==> src/design/bfr_pkg.sv <==
`timescale 1ns / 1ps
package bfr_pkg;

	localparam int MIN_LEN = 7;
	localparam int HDR_LEN = 4;
	localparam int CRC_LEN = 2;
	localparam int TRIP_LEN = 3;
	localparam int TRIP_BASE = HDR_LEN + CRC_LEN;
	localparam int MAX_RES = 19;
	localparam int REC_W = 5;
	localparam int CFG_IDX_W = 8;
	localparam logic [15:0] CRC_INIT = 16'hFFFF;
	localparam logic [15:0] CRC_POLY = 16'hA001;
	localparam logic [7:0] ROOM_TEMP_ID_RST = 8'd64;
	localparam logic [7:0] DATETIME_ID_RST = 8'd8;

	localparam logic [CFG_IDX_W-1:0] CFG_SYS_ADDR = 8'd0;
	localparam logic [CFG_IDX_W-1:0] CFG_TIME_DEV = 8'd1;
	localparam logic [CFG_IDX_W-1:0] CFG_ROOM_TEMP = 8'd2;
	localparam logic [CFG_IDX_W-1:0] CFG_DATETIME = 8'd3;

	typedef enum logic [1:0] {
		KIND_DATA     = 2'd0,
		KIND_REQUEST  = 2'd1,
		KIND_FOREIGN  = 2'd2,
		KIND_OVERFLOW = 2'd3
	} kind_t;

	typedef enum logic [3:0] {
		ST_IDLE,
		ST_CHECK,
		ST_SCAN_RD,
		ST_SCAN_CHK,
		ST_SCAN_END,
		ST_RD_ID,
		ST_RD_HI,
		ST_RD_LO,
		ST_EMIT
	} state_t;

	typedef struct packed {
		logic       mode;
		logic [7:0] rx_byte;
	} rx_item_t;

	typedef struct packed {
		kind_t       kind;
		logic [15:0] sys_addr;
		logic [15:0] dev_addr;
		logic [7:0]  data_id;
		logic [15:0] data_value;
		logic        last;
		logic        time_master_found;
	} res_item_t;

	typedef struct packed {
		logic [CFG_IDX_W-1:0] index;
		logic [15:0]          value;
	} cfg_req_t;

	typedef struct packed {
		logic       take_byte;
		logic       take_timeout;
		logic       learn_sys;
		logic       single;
		kind_t      single_kind;
		logic       init_scan;
		logic       scan_check;
		logic       scan_end;
		logic [1:0] rd_off;
		logic       cap_id;
		logic       cap_hi;
		logic       emit_rec;
	} dp_cmd_t;

	typedef struct packed {
		logic match;
		logic foreign;
		logic no_trip;
		logic scan_en;
		logic overflow;
		logic more_trip;
		logic rec_last;
		logic out_free;
	} dp_sts_t;

	function automatic logic [15:0] crc_fold(input logic [15:0] crc, input logic [7:0] b);
		logic [15:0] c;
		c = crc ^ {8'h00, b};
		for (int k = 0; k < 8; k++) begin
			c = c[0] ? ((c >> 1) ^ CRC_POLY) : (c >> 1);
		end
		return c;
	endfunction

endpackage

==> src/design/bfr_if.sv <==
`timescale 1ns / 1ps
interface bfr_rx_if;
	import bfr_pkg::*;
	logic     valid;
	logic     ready;
	rx_item_t data;
	modport source(output valid, output data, input ready);
	modport sink(input valid, input data, output ready);
endinterface

interface bfr_res_if;
	import bfr_pkg::*;
	logic      valid;
	logic      ready;
	res_item_t data;
	modport source(output valid, output data, input ready);
	modport sink(input valid, input data, output ready);
endinterface

interface bfr_cfg_if;
	import bfr_pkg::*;
	logic     valid;
	logic     ready;
	cfg_req_t data;
	modport source(output valid, output data, input ready);
	modport sink(input valid, input data, output ready);
endinterface

==> src/design/bfr_ctrl.sv <==
`timescale 1ns / 1ps
module bfr_ctrl (
	input  logic             clk,
	input  logic             arst_n,
	input  logic             rx_valid,
	input  logic             rx_mode,
	output logic             rx_ready,
	input  bfr_pkg::dp_sts_t sts,
	output bfr_pkg::dp_cmd_t cmd
);
	import bfr_pkg::*;

	state_t state_q, state_d;

	always_ff @(posedge clk or negedge arst_n) begin
		if (!arst_n) begin
			state_q <= ST_IDLE;
		end else begin
			state_q <= state_d;
		end
	end

	always_comb begin
		state_d = state_q;
		unique case (state_q)
			ST_IDLE: begin
				if (rx_valid && !rx_mode) state_d = ST_CHECK;
			end
			ST_CHECK: begin
				priority if (!sts.match) begin
					if (!sts.overflow || sts.out_free) state_d = ST_IDLE;
				end else if (sts.foreign || sts.no_trip) begin
					if (sts.out_free) state_d = ST_IDLE;
				end else if (sts.scan_en) begin
					state_d = ST_SCAN_RD;
				end else begin
					state_d = ST_RD_ID;
				end
			end
			ST_SCAN_RD:  state_d = ST_SCAN_CHK;
			ST_SCAN_CHK: state_d = sts.more_trip ? ST_SCAN_RD : ST_SCAN_END;
			ST_SCAN_END: state_d = ST_RD_ID;
			ST_RD_ID:    state_d = ST_RD_HI;
			ST_RD_HI:    state_d = ST_RD_LO;
			ST_RD_LO:    state_d = ST_EMIT;
			ST_EMIT: begin
				if (sts.out_free) state_d = sts.rec_last ? ST_IDLE : ST_RD_ID;
			end
			default: state_d = ST_IDLE;
		endcase
	end

	always_comb begin
		cmd = '0;
		cmd.single_kind = KIND_DATA;
		rx_ready = 1'b0;
		unique case (state_q)
			ST_IDLE: begin
				rx_ready = 1'b1;
				cmd.take_byte = rx_valid && !rx_mode;
				cmd.take_timeout = rx_valid && rx_mode;
			end
			ST_CHECK: begin
				priority if (!sts.match) begin
					cmd.single = sts.overflow && sts.out_free;
					cmd.single_kind = KIND_OVERFLOW;
				end else begin
					cmd.learn_sys = 1'b1;
					priority if (sts.foreign) begin
						cmd.single = sts.out_free;
						cmd.single_kind = KIND_FOREIGN;
					end else if (sts.no_trip) begin
						cmd.single = sts.out_free;
						cmd.single_kind = KIND_REQUEST;
					end else begin
						cmd.init_scan = 1'b1;
					end
				end
			end
			ST_SCAN_RD:  cmd.rd_off = 2'd0;
			ST_SCAN_CHK: cmd.scan_check = 1'b1;
			ST_SCAN_END: cmd.scan_end = 1'b1;
			ST_RD_ID:    cmd.rd_off = 2'd0;
			ST_RD_HI: begin
				cmd.cap_id = 1'b1;
				cmd.rd_off = 2'd1;
			end
			ST_RD_LO: begin
				cmd.cap_hi = 1'b1;
				cmd.rd_off = 2'd2;
			end
			ST_EMIT: begin
				// hold the read address so the low byte stays put while stalled
				cmd.rd_off = 2'd2;
				cmd.emit_rec = sts.out_free;
			end
			default: cmd = '0;
		endcase
	end

endmodule

==> src/design/bfr_dp.sv <==
`timescale 1ns / 1ps
module bfr_dp #(
	parameter int MAX_FRAME = 64
) (
	input  logic              clk,
	input  logic              arst_n,
	input  bfr_pkg::rx_item_t rx_item,
	input  bfr_pkg::cfg_req_t cfg_req,
	input  logic              cfg_write,
	input  bfr_pkg::dp_cmd_t  cmd,
	output bfr_pkg::dp_sts_t  sts,
	output logic              res_valid,
	input  logic              res_ready,
	output bfr_pkg::res_item_t res_item
);
	import bfr_pkg::*;

	localparam int CNT_W = $clog2(MAX_FRAME + 1);
	localparam int ADDR_W = $clog2(MAX_FRAME);
	localparam int PW = CNT_W + 1;

	logic [7:0] mem [MAX_FRAME];
	logic [7:0] rd_data_q;
	logic [ADDR_W-1:0] rd_addr;

	logic [CNT_W-1:0] count_q;
	logic [CNT_W-1:0] ptr_q;
	logic [15:0] crc_q;
	logic [7:0] b1_q, b2_q;
	logic [15:0] sys_addr_q, dev_addr_q;
	logic [7:0] id4_q, id_q, hi_q;
	logic [15:0] learned_sys_q, learned_tm_q;
	logic [15:0] sys_setting_q, time_setting_q;
	logic [7:0] room_temp_q, datetime_q;
	logic ft_q, fd_q, tm_set_q;
	logic [REC_W-1:0] rec_q;
	logic res_valid_q;
	res_item_t res_q;
	logic [15:0] sys_eff;

	assign sys_eff = (sys_setting_q != 16'h0000) ? sys_setting_q : learned_sys_q;
	assign rd_addr = ADDR_W'(ptr_q) + ADDR_W'(cmd.rd_off);

	always_comb begin
		sts.match = (count_q >= CNT_W'(MIN_LEN)) && ({b1_q, b2_q} == crc_q);
		sts.foreign = (sys_eff != 16'h0000) && (sys_eff != sys_addr_q);
		sts.no_trip = count_q < CNT_W'(TRIP_BASE + TRIP_LEN);
		sts.scan_en = (time_setting_q == 16'h0000) && (learned_tm_q == 16'h0000)
			&& (count_q >= CNT_W'(TRIP_BASE + 2 * TRIP_LEN));
		sts.overflow = count_q >= CNT_W'(MAX_FRAME);
		// next triplet at ptr+3 is complete when it ends before the CRC bytes
		sts.more_trip = ({1'b0, ptr_q} + PW'(2 * TRIP_LEN + CRC_LEN)) <= {1'b0, count_q};
		sts.rec_last = !sts.more_trip || (rec_q == REC_W'(MAX_RES - 1));
		sts.out_free = !res_valid_q || res_ready;
	end

	always_ff @(posedge clk) begin
		if (cmd.take_byte) mem[ADDR_W'(count_q)] <= rx_item.rx_byte;
		rd_data_q <= mem[rd_addr];
	end

	always_ff @(posedge clk) begin
		if (cmd.take_byte) begin
			b1_q <= rx_item.rx_byte;
			b2_q <= b1_q;
			if (count_q == CNT_W'(0)) sys_addr_q[15:8] <= rx_item.rx_byte;
			if (count_q == CNT_W'(1)) sys_addr_q[7:0] <= rx_item.rx_byte;
			if (count_q == CNT_W'(2)) dev_addr_q[15:8] <= rx_item.rx_byte;
			if (count_q == CNT_W'(3)) dev_addr_q[7:0] <= rx_item.rx_byte;
			if (count_q == CNT_W'(HDR_LEN)) id4_q <= rx_item.rx_byte;
		end
		if (cmd.cap_id) id_q <= rd_data_q;
		if (cmd.cap_hi) hi_q <= rd_data_q;
		if (cmd.init_scan || cmd.scan_end) ptr_q <= CNT_W'(HDR_LEN);
		else if (cmd.scan_check || cmd.emit_rec) ptr_q <= ptr_q + CNT_W'(TRIP_LEN);
		if (cmd.single) begin
			res_q.kind <= cmd.single_kind;
			res_q.sys_addr <= sys_addr_q;
			res_q.dev_addr <= dev_addr_q;
			res_q.data_id <= (cmd.single_kind == KIND_REQUEST) ? id4_q : 8'h00;
			res_q.data_value <= 16'h0000;
			res_q.last <= 1'b1;
			res_q.time_master_found <= 1'b0;
		end else if (cmd.emit_rec) begin
			res_q.kind <= KIND_DATA;
			res_q.sys_addr <= sys_addr_q;
			res_q.dev_addr <= dev_addr_q;
			res_q.data_id <= id_q;
			res_q.data_value <= {hi_q, rd_data_q};
			res_q.last <= sts.rec_last;
			res_q.time_master_found <= tm_set_q;
		end
	end

	always_ff @(posedge clk or negedge arst_n) begin
		if (!arst_n) begin
			count_q <= '0;
			crc_q <= CRC_INIT;
			learned_sys_q <= 16'h0000;
			learned_tm_q <= 16'h0000;
			sys_setting_q <= 16'h0000;
			time_setting_q <= 16'h0000;
			room_temp_q <= ROOM_TEMP_ID_RST;
			datetime_q <= DATETIME_ID_RST;
			ft_q <= 1'b0;
			fd_q <= 1'b0;
			tm_set_q <= 1'b0;
			rec_q <= '0;
			res_valid_q <= 1'b0;
		end else begin
			if (cfg_write) begin
				unique case (cfg_req.index)
					CFG_SYS_ADDR:  sys_setting_q <= cfg_req.value;
					CFG_TIME_DEV:  time_setting_q <= cfg_req.value;
					CFG_ROOM_TEMP: room_temp_q <= cfg_req.value[7:0];
					CFG_DATETIME:  datetime_q <= cfg_req.value[7:0];
					default: ;
				endcase
			end

			priority if (cmd.take_timeout || cmd.single
				|| (cmd.emit_rec && sts.rec_last)) begin
				count_q <= '0;
				crc_q <= CRC_INIT;
			end else if (cmd.take_byte) begin
				count_q <= count_q + CNT_W'(1);
				// fold the byte that just dropped out of the CRC window
				if (count_q >= CNT_W'(CRC_LEN)) crc_q <= crc_fold(crc_q, b2_q);
			end

			if (cmd.learn_sys && sys_eff == 16'h0000) learned_sys_q <= sys_addr_q;

			if (cmd.init_scan) begin
				ft_q <= 1'b0;
				fd_q <= 1'b0;
				tm_set_q <= 1'b0;
				rec_q <= '0;
			end else if (cmd.scan_check) begin
				if (rd_data_q == room_temp_q) ft_q <= 1'b1;
				if (rd_data_q == datetime_q) fd_q <= 1'b1;
			end else if (cmd.scan_end) begin
				if (ft_q && fd_q) begin
					learned_tm_q <= dev_addr_q;
					tm_set_q <= 1'b1;
				end
			end else if (cmd.emit_rec) begin
				rec_q <= rec_q + REC_W'(1);
			end

			if (cmd.single || cmd.emit_rec) res_valid_q <= 1'b1;
			else if (res_ready) res_valid_q <= 1'b0;
		end
	end

	assign res_valid = res_valid_q;
	assign res_item = res_q;

endmodule

==> src/design/bus_frame_receiver.sv <==
`timescale 1ns / 1ps
// Byte request: accept in idle, then CRC compare of the registered window in check; timeout:
// taken in idle. Frame end: check state, plus scan-read and scan-check per triplet id and then
// scan-end when time master detection runs, then read-id, read-high, read-low and emit per
// record, paced by the single registered read port. Results leave through an output register;
// a stall holds the next result and new requests. Reset clears control state, counters, CRC,
// learned addresses and settings at once; the frame store has no clearing pass.
module bus_frame_receiver #(
	parameter int MAX_FRAME = 64
) (
	input logic       clk,
	input logic       arst_n,
	bfr_rx_if.sink    rx,
	bfr_res_if.source res,
	bfr_cfg_if.sink   cfg
);
	import bfr_pkg::*;

	dp_cmd_t cmd;
	dp_sts_t sts;

	assign cfg.ready = 1'b1;

	bfr_ctrl u_ctrl (
		.clk      (clk),
		.arst_n   (arst_n),
		.rx_valid (rx.valid),
		.rx_mode  (rx.data.mode),
		.rx_ready (rx.ready),
		.sts      (sts),
		.cmd      (cmd)
	);

	bfr_dp #(
		.MAX_FRAME (MAX_FRAME)
	) u_dp (
		.clk       (clk),
		.arst_n    (arst_n),
		.rx_item   (rx.data),
		.cfg_req   (cfg.data),
		.cfg_write (cfg.valid),
		.cmd       (cmd),
		.sts       (sts),
		.res_valid (res.valid),
		.res_ready (res.ready),
		.res_item  (res.data)
	);

endmodule

==> src/flat_wrapper.sv <==
// flat-port wrapper written by rule: the top's interface ports become plain ports
module bus_frame_receiver_flat import bfr_pkg::*;
#(
	parameter int MAX_FRAME = 64
)
  (clk, arst_n, rx_valid, rx_data, rx_ready, res_valid, res_data, res_ready, cfg_valid, cfg_data, cfg_ready);
  bfr_rx_if rx_i ();
  bfr_res_if res_i ();
  bfr_cfg_if cfg_i ();
  input logic clk;
  input logic arst_n;
  input wire logic [$bits(rx_i.valid)-1:0] rx_valid;
  input wire logic [$bits(rx_i.data)-1:0] rx_data;
  output wire logic [$bits(rx_i.ready)-1:0] rx_ready;
  output wire logic [$bits(res_i.valid)-1:0] res_valid;
  output wire logic [$bits(res_i.data)-1:0] res_data;
  input wire logic [$bits(res_i.ready)-1:0] res_ready;
  input wire logic [$bits(cfg_i.valid)-1:0] cfg_valid;
  input wire logic [$bits(cfg_i.data)-1:0] cfg_data;
  output wire logic [$bits(cfg_i.ready)-1:0] cfg_ready;
  assign rx_i.valid = rx_valid;
  assign rx_i.data = rx_data;
  assign rx_ready = rx_i.ready;
  assign res_valid = res_i.valid;
  assign res_data = res_i.data;
  assign res_i.ready = res_ready;
  assign cfg_i.valid = cfg_valid;
  assign cfg_i.data = cfg_data;
  assign cfg_ready = cfg_i.ready;
  bus_frame_receiver #(.MAX_FRAME(MAX_FRAME)) u_core (.clk(clk), .arst_n(arst_n), .rx(rx_i), .res(res_i), .cfg(cfg_i));
endmodule
==> config.mk <==
export PLATFORM = sky130hd
export DESIGN_NAME = bus_frame_receiver_flat
export DESIGN_NICKNAME = d
export VERILOG_FILES = /design/src/design/bfr_pkg.sv /design/src/design/bfr_if.sv /design/src/design/bfr_ctrl.sv /design/src/design/bfr_dp.sv /design/src/design/bus_frame_receiver.sv /design/src/flat_wrapper.sv
export SDC_FILE = /design/constraint.sdc
export NUM_CORES = 1
export LEC_CHECK = 0
export BUFFER_PORTS_ARGS = -buffer_cell sky130_fd_sc_hd__buf_2
export CAP_MARGIN = 15
export CELL_PAD_IN_SITES_DETAIL_PLACEMENT = 0
export CELL_PAD_IN_SITES_GLOBAL_PLACEMENT = 1
export CORE_ASPECT_RATIO = 1.5
export CORE_MARGIN = 4
export CORE_UTILIZATION = 51
export CTS_BUF_LIST = sky130_fd_sc_hd__clkbuf_8
export DETAILED_ROUTE_END_ITERATION = 16
export PLACE_DENSITY_LB_ADDON = 0.1
export SYNTH_ARGS = -nofsm -noshare
export SYNTH_HDL_FRONTEND = slang
export SYNTH_HIERARCHICAL = 1
export SYNTH_SLANG_ARGS = --single-unit
==> constraint.sdc <==
create_clock -name clk -period 4.2 [get_ports clk]
set_input_delay 1.05 -clock clk [delete_from_list [all_inputs] [get_ports clk]]
set_output_delay 1.05 -clock clk [all_outputs]
set_load 0.1 [all_outputs]
* After elaboration in Yosys (flattened, before gate mapping)
Memories as Yosys holds them, arrays and structs flattened. A register that Yosys moved wholly into a read port is not among the register bits.
Cells that the tools add are included.
** Word-level totals
- Register bits after elaboration :: 255
- Bits in writable memories :: 512
- Bits of input ports :: 38
- Output and inout port bits :: 63
- Logic and storage cells :: 200
- Memories kept :: 1
** Operators by class
- $add $sub $neg :: 5
- $lt $le $gt $ge :: 6
- Eq/ne operators :: 27
- Multiplexer cells :: 61
- Bitwise gates (word level) :: 11
- Reduce and logical (&&, ||, !) cells :: 58
** Memory list
- u_core.u_dp.mem :: words 64, width 8, rd ports 1, clocked after Yosys merged registers in 1, write ports 1, line bfr_dp.sv:22 : logic [7:0] mem [MAX_FRAME];
** Operator list (number)
- two-way mux 16 bit :: 12
- two-way mux 60 bit :: 2
- zero test 16 bit :: 3
- case mux 4 bit (9 select lines) :: 1
- nonzero test 16 bit :: 2
- two-way mux 5 bit :: 5
- two-way mux 1 bit :: 24
- two-way mux 4 bit :: 6
- NOT 2 -> 3 bit :: 8
- AND reduction 2 bit :: 12
- nonzero test 2 bit :: 10
- two-way mux 3 bit :: 6
- equality test 16 bit :: 1
- equality test 4 x 3 -> 1 bit, second input constant :: 4
- equality test 8 x 2 -> 1 bit, second input constant :: 2
- equality test 8 bit :: 2
- inequality test 16 bit :: 1
- XOR 16 x 8 -> 16 bit :: 1
- equality test 7 x 2 -> 1 bit, second input constant :: 2
- two-way mux 7 bit :: 2
- logical AND 1 bit :: 10
- logical OR 1 bit :: 9
- adder 7 x 4 -> 8 bit, second input constant :: 1
- equality test 4 x 2 -> 1 bit, second input constant :: 2
- 32 further kinds :: 40

* Depth between registers and ports, before layout
Gate-level depths: netlist of run 1.
- Depth after elaboration :: 20
- Mapped depth :: 16
- Gate-level depth less buffers :: 12

* By module
Netlist of run 1, hierarchy kept.
** By module, submodules not included
- bfr_dp :: times used 1, cells each 1594, area an instance 30504.3 sq um, seq. area each 22283.9 sq um
- bfr_ctrl :: times used 1, cells each 57, area an instance 420.4 sq um, seq. area each 100.1 sq um
- bus_frame_receiver :: times used 1, cells each 2, area an instance 11.3 sq um, seq. area each 0.0 sq um

* Least setup slack after synthesis of run 1
Ideal clock, no wire load.
- Path kind :: reg2reg
- Start point :: reg u_core.u_ctrl.state_q[0]
- End point :: reg u_core.u_dp.dev_addr_q[10] (enable)
- Setup time :: 383 ps
- Data arrival time :: 6041 ps
- Required time :: 3817 ps
- Slack :: -2224 ps
- Stages on the path, launching flop included :: 9
- Path buffers :: 2
- Period minus slack after synthesis :: 6424 ps
- Path through :: dfrtp_1 > buf_6 > nor4_1 > nand2_1 > nor2_1 > clkbuf_1 > nor2b_1 > nand2_1 > nor3_1
** RTL lines
- start, declared :: line bfr_ctrl.sv:13 : state_t state_q, state_d;
- start signal, assigned :: line bfr_ctrl.sv:19 : state_q <= state_d;
- end signal, assigned :: line bfr_dp.sv:68 : if (count_q == CNT_W'(2)) dev_addr_q[15:8] <= rx_item.rx_byte;
- end, declared :: line bfr_dp.sv:30 : logic [15:0] sys_addr_q, dev_addr_q;

==> impl_metrics.yaml, run 1 <==
clock_network:
  clk_latency_ns: 0.72
  postCtsSetupRepairBufs: 0
  cts.sinks: 775
  clock_tree_from_tritoncts: "done"
  ctsHtreeMaxLevel: 3
  cts_root_buf: "clkbuf_8"
  cts-buffers-inserted: 112
  hold_buffers: 0
  cts_max_path_buffers: 3
  cts.reportedPaths.clkPinSlew_ns: 0.06
  cts_resized: 0
logic_synthesis:
  synth.lib_cells_used.distinct: 72
  synth_mux_area_frac: 0.154
  fraction_of_the_mapped_netlist_area_in_compound_gates: 0.0219
  synth_fa_ha_area_frac: 0.00833
  post_synth_and_or_nand_nor_area_fraction: 0.0566
  post_synth_instance_area_sq_mm: 0.0309
  share_of_async_settable_or_async_resettable_flops_after_synthesis: 0.150
  synth-xor-area-share: 0.0223
  synth_enable_flop_cells: 626
  synth_fp_nets: 1711
  ys_ff_latch: 775
  ys_dominant_reg_cell: "edfxtp_1"
  synthesis.yosys.warnings: 6
  main_combinational_cell_family_by_area_after_synthesis: "multiplexers"
  ys_seq_area_frac: 0.724
  synthesis.area_per_instance_sq_um: 18.7
  synthesis.instances: 1653
power:
  total_switching_power_mw: 7.11
  power.share.clock: 0.259
  cellLeakagePower_nw: 12.4
  switching_share: 0.327
  intPower_mw: 14.6
  vdd_ir_drop_max_mv: 0.456
  share_comb_of_total_power: 0.317
  cellPowerDensity_mw_per_mm2: 618
  share_seq_of_total_power: 0.424
worst_setup_path:
  crit_path_start: "u_core/u_dp/sys_setting_q[7]$_DFFE_PN0P_"
  cp-endpoint: "u_core/u_dp/crc_q[7]$_DFFE_PN1P_"
  worst-endpoint-required_ns: 4.81
  critical_path.max_fanout: 16
  r2r_setup_slack_ns: 0.21
  ws_path_type: "flop to flop"
  cp.arrival_ns: 4.59
  worst_r2r_startpoint: "u_core/u_dp/sys_setting_q[7]$_DFFE_PN0P_"
  critPathCaptureType: "flop"
  critical_path.startpoint_type: "flop"
  rr_endpoint: "u_core/u_dp/crc_q[7]$_DFFE_PN1P_"
  timing.reg2reg.worst_path_depth: 14
finish:
  fin_cells: 2766
  post_route_cells_drive_above_1_share: 0.295
  layout.cells.most_common_list: "edfxtp_1 (626), mux4_2 (168), clkbuf_8 (124)"
  fin_nets: 1942
  area_delta_synth_final_pct: 13.6
  layout.cells.most_common: "edfxtp_1"
floorplanning:
  coreArea_sq_mm: 0.0600
  num_io_pins: 101
  die_w_um: 209
  placement_rows: 110
  start_util: 0.516
  die_h_um: 310
  dieArea_sq_mm: 0.0647
sta:
  finalCriticalPeriod_ns: 3.99
  hold_viol_final: 0
  grt_setup_unrepaired: "false"
  setup_tns_ns: 0
  worst_pin_slew_ns: 1.12
  max_freq_mhz: 251
  final-max-slew-violation-count: 0
  worst_relative_slew_slack: 0.256
  period_utilization_post_route: 0.949
  worst_clock_skew_ns: 0.0296
  setup_viol_count_final: 0
detailed_routing:
  detail_route.wirelength_um: 71600
  detail_route.iter0.violations: 1036
  vias_per_cell: 5.74
  ant_nets: 0
  dr_total_vias: 15900
  drt-wirelength-per-cell_um: 25.9
  first_pass_iters: 5
  drt_drc_violations_left: 0
status:
  run_status: "finished clean"
place:
  place_hpwl_um: 47700
  io_buffer_count: 99
  routabilityCongestion: 0.907
  dpl.cell_count: 2554
global_routing:
  grt_start_max_net_pins: 68
  number_of_antenna_violations_at_the_first_check_in_global_routing: 2
  gr-usage-all-layers: 0.222
  grt_pass1_vias: 16900
  wire_length_of_the_first_global_routing_pass_um: 107000
  grt_overflow_total: 0
job:
  maxCapViolations: 0
worst_hold_path:
  holdCritPathClass: "input port to async pin"
[logic make-up (layout without fill, tap and decap cells)]
family / count (synthesis) / in the layout
compound gates: 95 / 95
xor+xnor: 74 / 74
fa+ha+maj: 20 / 20
buf+inv: 96 / 424
flops: 775 / 775
mux: 257 / 257
other cells: 1 / 2
simple gates: 335 / 335
[worst max-delay path: stages (launching register included)]
cell and delay, ns:
dfrtp_1 0.56, nor4_4 0.06, and4_1 0.25, buf_4 0.18
a2111oi_0 0.40, nand4b_1 0.16, nor4_1 0.29, a31oi_1 0.23
or3b_2 0.55, nor3b_4 0.18, and2_2 0.22, or2_2 0.32
nor2_2 0.18, buf_12 0.18, o211ai_1 0.10
[layer usage]
layer	share of wire	up-vias	global-route usage
met2	0.55	449	0.410
li1	-	7025	-
met3	0.046	112	0.0366
met5	0	-	0
met1	0.37	8299	0.265
met4	0.033	0	0.0788
[metrics by stage]
stage / setup slack, ns / hold slack, ns / total power, mW / util / cell area [sq um]
2_1_floorplan: 0.0356 / 0.420 / 14.2 / - / 31000
3_3_place_gp: 0.196 / 0.441 / 16.4 / 0.550 / 33000
3_5_place_dp: 0.172 / 0.451 / 16.4 / 0.550 / 33000
4_1_cts: 0.161 / 0.407 / 22.1 / 0.586 / 35100
5_1_grt: 0.0343 / 0.459 / 22.7 / 0.586 / 35200
6_report: 0.212 / 0.452 / 21.7 / 0.586 / 35200
[final cells by class]
class | count | area [sq um]
inverters | 24 | 93.8
well taps | 784 | 981
repair buffers | 189 | 1320
multi-input cells | 782 | 8230
diodes | 1 | 2.50
flip-flops and latches | 775 | 22400
clock inverters | 87 | 428
fillers | 4627 | 24900
clock buffers | 124 | 1710
[cell usage after synthesis (all sizes together), types with 9 or more instances]
cell	number	area share
nor2	125	0.015
xor2	25	0.0071
nand2b	9	0.0018
mux2	63	0.023
nor3	25	0.0040
buf	32	0.0058
mux4	168	0.12
nor2b	38	0.0077
o211ai	10	0.0024
nand2	43	0.0052
xnor2	46	0.013
dfstp	18	0.015
nand4	15	0.0030
a21o	19	0.0046
dfxtp	33	0.021
o21ai	9	0.0015
mux2i	26	0.0084
ha	19	0.0077
a21oi	19	0.0033
nor4	20	0.0051
inv	24	0.0029
dfrtp	98	0.079
clkbuf	40	0.0049
nand3	16	0.0026
edfxtp	626	0.61
[power by group through the flow]
stage | logic, mW | registers, mW | clock network [mW]
floorplan | 4.22 | 9.94 | 0
global placement | 6.99 | 9.37 | 0
detailed placement | 7.01 | 9.39 | 0
CTS | 7.02 | 9.23 | 5.82
global route | 7.30 | 9.26 | 6.18
finish | 6.89 | 9.22 | 5.63
[state kept, by name (all words and copies together), names as in the netlist, 4 cells and up]
signal / flops
u_core/u_dp/room_temp_q: 8
u_core/u_dp/res_item: 60
u_core/u_dp/b2_q: 8
u_core/u_dp/ptr_q: 7
u_core/u_dp/count_q: 7
u_core/u_dp/learned_tm_q: 16
u_core/u_dp/learned_sys_q: 16
u_core/u_dp/id4_q: 8
u_core/u_dp/sys_addr_q: 16
u_core/u_dp/dev_addr_q: 16
u_core/u_dp/id_q: 8
u_core/u_dp/mem: 512
u_core/u_dp/time_setting_q: 16
u_core/u_dp/rec_q: 5
u_core/u_dp/sys_setting_q: 16
u_core/u_ctrl/state_q: 4
u_core/u_dp/datetime_q: 8
u_core/u_dp/hi_q: 8
u_core/u_dp/rd_data_q: 8
u_core/u_dp/crc_q: 16
u_core/u_dp/b1_q: 8
[worst min path at each step]
stage | end | slack [ns] | depth (start not counted)
floorplan | u_core/u_dp/learned_sys_q[1]$_DFFE_PN0P_ | 0.42 | 1
finish | u_core/u_dp/learned_tm_q[14]$_DFFE_PN0P_ | 0.45 | 1
CTS | u_core/u_dp/count_q[5]$_DFFE_PN0P_ | 0.41 | 1
global route | u_core/u_dp/learned_tm_q[14]$_DFFE_PN0P_ | 0.46 | 1
global placement | u_core/u_dp/res_item[1]$_SDFFE_PP1P_ | 0.44 | 2
detailed placement | u_core/u_dp/res_item[1]$_SDFFE_PP1P_ | 0.45 | 2
Note: power is estimated with default switching activity, not from simulation.
==> run 2: changes to the inputs <==
--- a/config.mk
+++ b/config.mk
@@ -5,13 +5,14 @@
 export SDC_FILE = /design/constraint.sdc
 export NUM_CORES = 1
 export LEC_CHECK = 0
+export ABC_AREA = 1
 export BUFFER_PORTS_ARGS = -buffer_cell sky130_fd_sc_hd__buf_2
 export CAP_MARGIN = 15
 export CELL_PAD_IN_SITES_DETAIL_PLACEMENT = 0
 export CELL_PAD_IN_SITES_GLOBAL_PLACEMENT = 1
 export CORE_ASPECT_RATIO = 1.5
 export CORE_MARGIN = 4
-export CORE_UTILIZATION = 51
+export CORE_UTILIZATION = 40
 export CTS_BUF_LIST = sky130_fd_sc_hd__clkbuf_8
 export DETAILED_ROUTE_END_ITERATION = 16
 export PLACE_DENSITY_LB_ADDON = 0.1
==> impl_metrics.yaml, run 2 <==
status:
  run_status: "finished clean"
sta:
  max_freq_mhz: 259
  worst_pin_slew_ns: 1.13
  finalCriticalPeriod_ns: 3.86
  period_utilization_post_route: 0.920
  hold_viol_final: 0
  grt_setup_unrepaired: "false"
  setup_tns_ns: 0
  setup_viol_count_final: 0
  worst_clock_skew_ns: 0.0271
  worst_relative_slew_slack: 0.238
  final-max-slew-violation-count: 0
  final.setup.worst_slack_ns: 0.336
power:
  share_comb_of_total_power: 0.158
  cellLeakagePower_nw: 13.4
  power.share.clock: 0.339
  intPower_mw: 12.4
  switching_share: 0.295
  design_power_total_mw: 17.5
  vdd_ir_drop_max_mv: 0.274
  total_switching_power_mw: 5.16
  share_seq_of_total_power: 0.503
  cellPowerDensity_mw_per_mm2: 484
detailed_routing:
  detail_route.iter0.violations: 1599
  drt-wirelength-per-cell_um: 22.6
  detail_route.wirelength_um: 90700
  drt_drc_violations_left: 0
  vias_per_cell: 5.35
  dr_total_vias: 21500
  first_pass_iters: 9
  ant_nets: 0
clock_network:
  cts_root_buf: "clkbuf_8"
  ctsHtreeMaxLevel: 3
  cts_max_path_buffers: 3
  clock_tree_from_tritoncts: "done"
  postCtsSetupRepairBufs: 0
  clk_latency_ns: 0.75
  cts_resized: 0
  cts.sinks: 775
  cts-buffers-inserted: 117
  cts.reportedPaths.clkPinSlew_ns: 0.07
  hold_buffers: 0
logic_synthesis:
  ys_seq_area_frac: 0.705
  ys_ff_latch: 775
  post_synth_instance_area_sq_mm: 0.0317
  ys_dominant_reg_cell: "edfxtp_1"
  share_of_async_settable_or_async_resettable_flops_after_synthesis: 0.150
  synthesis.area_per_instance_sq_um: 11.8
  synth_top_cells_by_area: "edfxtp_1 (59%), dfrtp_1 (7.7%), o21ai_0 (5.5%)"
  synth_fp_nets: 2755
  synth.lib_cells_used.distinct: 50
  synthesis.instances: 2697
  most_instantiated_library_cell_after_synthesis: "edfxtp_1"
  synthesis.yosys.warnings: 6
  list_of_most_frequent_post_synthesis_cells: "edfxtp_1 (626), nor2_1 (435), o21ai_0 (350), nand2_1 (310), nand3_1 (171)"
  yosysTopAreaCellShare: 0.592
  synth_enable_flop_cells: 626
  synth_area_leader_cell: "edfxtp_1"
global_routing:
  grt_pass1_vias: 21900
  wire_length_of_the_first_global_routing_pass_um: 136000
  grt_start_max_net_pins: 98
  gr-usage-all-layers: 0.212
  number_of_antenna_violations_at_the_first_check_in_global_routing: 2
  grt_overflow_total: 0
finish:
  layout.cells.most_common: "edfxtp_1"
  fin_nets: 2946
  layout.cells.most_common_list: "edfxtp_1 (626), nor2_1 (432), o21ai_0 (350)"
  area_delta_synth_final_pct: 14.0
  max_flop_register: "u_core/u_dp/mem"
  post_route_cells_drive_above_1_share: 0.145
  largest_reg_flops: 512
worst_setup_path:
  critPathCaptureType: "flop"
  critical_path.max_fanout: 22
  ws_path_type: "flop to flop"
  critical_path.startpoint_type: "flop"
  cp.arrival_ns: 4.53
  worst-endpoint-required_ns: 4.87
floorplanning:
  coreArea_sq_mm: 0.0787
  placement_rows: 126
  num_io_pins: 101
  dieArea_sq_mm: 0.0840
  start_util: 0.404
  die_w_um: 238
  die_h_um: 353
place:
  io_buffer_count: 99
  place_hpwl_um: 58200
  dpl_worst_slack_ns: 0.343
  routabilityCongestion: 0.825
job:
  maxCapViolations: 0
worst_hold_path:
  holdCritPathClass: "input port to async pin"
[run 2: path summary, 6_finish.rpt]
kind                                                                start                                     to  slack, ns  depth (start not counted)
worst max-delay path            u_core/u_dp/sys_setting_q[15]$_DFFE_PN0P_   u_core/u_dp/res_item[7]$_SDFFE_PP0P_       0.34                         18
worst min-delay path                                               arst_n           u_core/u_dp/fd_q$_DFFE_PN0P_       0.33                          1
worst max register to register  u_core/u_dp/sys_setting_q[15]$_DFFE_PN0P_   u_core/u_dp/res_item[7]$_SDFFE_PP0P_       0.34                         18
worst min register to register       u_core/u_dp/res_item[8]$_SDFFE_PP0P_   u_core/u_dp/res_item[8]$_SDFFE_PP0P_       0.44                          2
max in group asynchronous                                          arst_n  u_core/u_dp/datetime_q[3]$_DFFE_PN1P_       3.07                          2
min in group clk                     u_core/u_dp/res_item[8]$_SDFFE_PP0P_   u_core/u_dp/res_item[8]$_SDFFE_PP0P_       0.44                          2
[run 2: per-stage QoR]
step | hold WS (ns) | cells | util | instance area [sq um]
2_1_floorplan | 0.422 | 2697 | - | 31700
3_3_place_gp | 0.426 | 3793 | 0.431 | 33900
3_5_place_dp | 0.431 | 3793 | 0.431 | 33900
4_1_cts | 0.262 | 4011 | 0.460 | 36200
5_1_grt | 0.317 | 4012 | 0.460 | 36200
6_report | 0.328 | 4012 | 0.460 | 36200
[run 2: cell type report]
type,count,area [sq um]
multi-input cells,1613,8130
diodes,1,2.50
flip-flops and latches,775,22400
clock inverters,94,524
clock buffers,124,1710
repair buffers,216,1530
well taps,1024,1280
inverters,165,624
fillers,7301,42500
[run 2: routing by layer]
layer  vias to the layer above  global-route usage  wire length [um]
met5                         -                   0                 0
met4                         0              0.0847              3120
met3                       157              0.0255              3520
met2                       536               0.385             47800
met1                     10700               0.255             36300
li1                      10100                   -                 -
[run 2: worst max-delay path: stages (launching register included)]
cell and delay, ns:
dfrtp_1 0.39, nor2_1 0.11, nand2_1 0.08, nor2_2 0.10, buf_4 0.25, nand3_4 0.10
a21oi_2 0.15, nand2_1 0.07, nor2_2 0.62, and2_1 0.23, nor2_1 0.10, nor2_1 0.18
nand2_1 0.12, o21ai_0 0.09, nor3_1 0.06, buf_4 0.16, inv_1 0.47, nand2_1 0.26
o21ai_0 0.23
[run 2: cells by family after synthesis]
logic type	synth area share
AO/OA/AOI/OAI	0.102
XOR/XNOR	0.0101
adder cells (fa/ha/maj)	0.00812
buffers and inverters	0.0402
flip-flops	0.705
other	0.000118
AND/OR/NAND/NOR	0.135
[run 2: power by group through the flow]
| stage | combinational (mW) | sequential, mW | clock (mW) |
|---|---|---|---|
| 2_1_floorplan | 1.71 | 8.99 | 0 |
| 3_3_place_gp | 2.77 | 8.96 | 0 |
| 3_5_place_dp | 2.79 | 8.97 | 0 |
| 4_1_cts | 2.80 | 8.81 | 6.15 |
| 5_1_grt | 3.06 | 8.83 | 6.50 |
| 6_report | 2.76 | 8.81 | 5.94 |
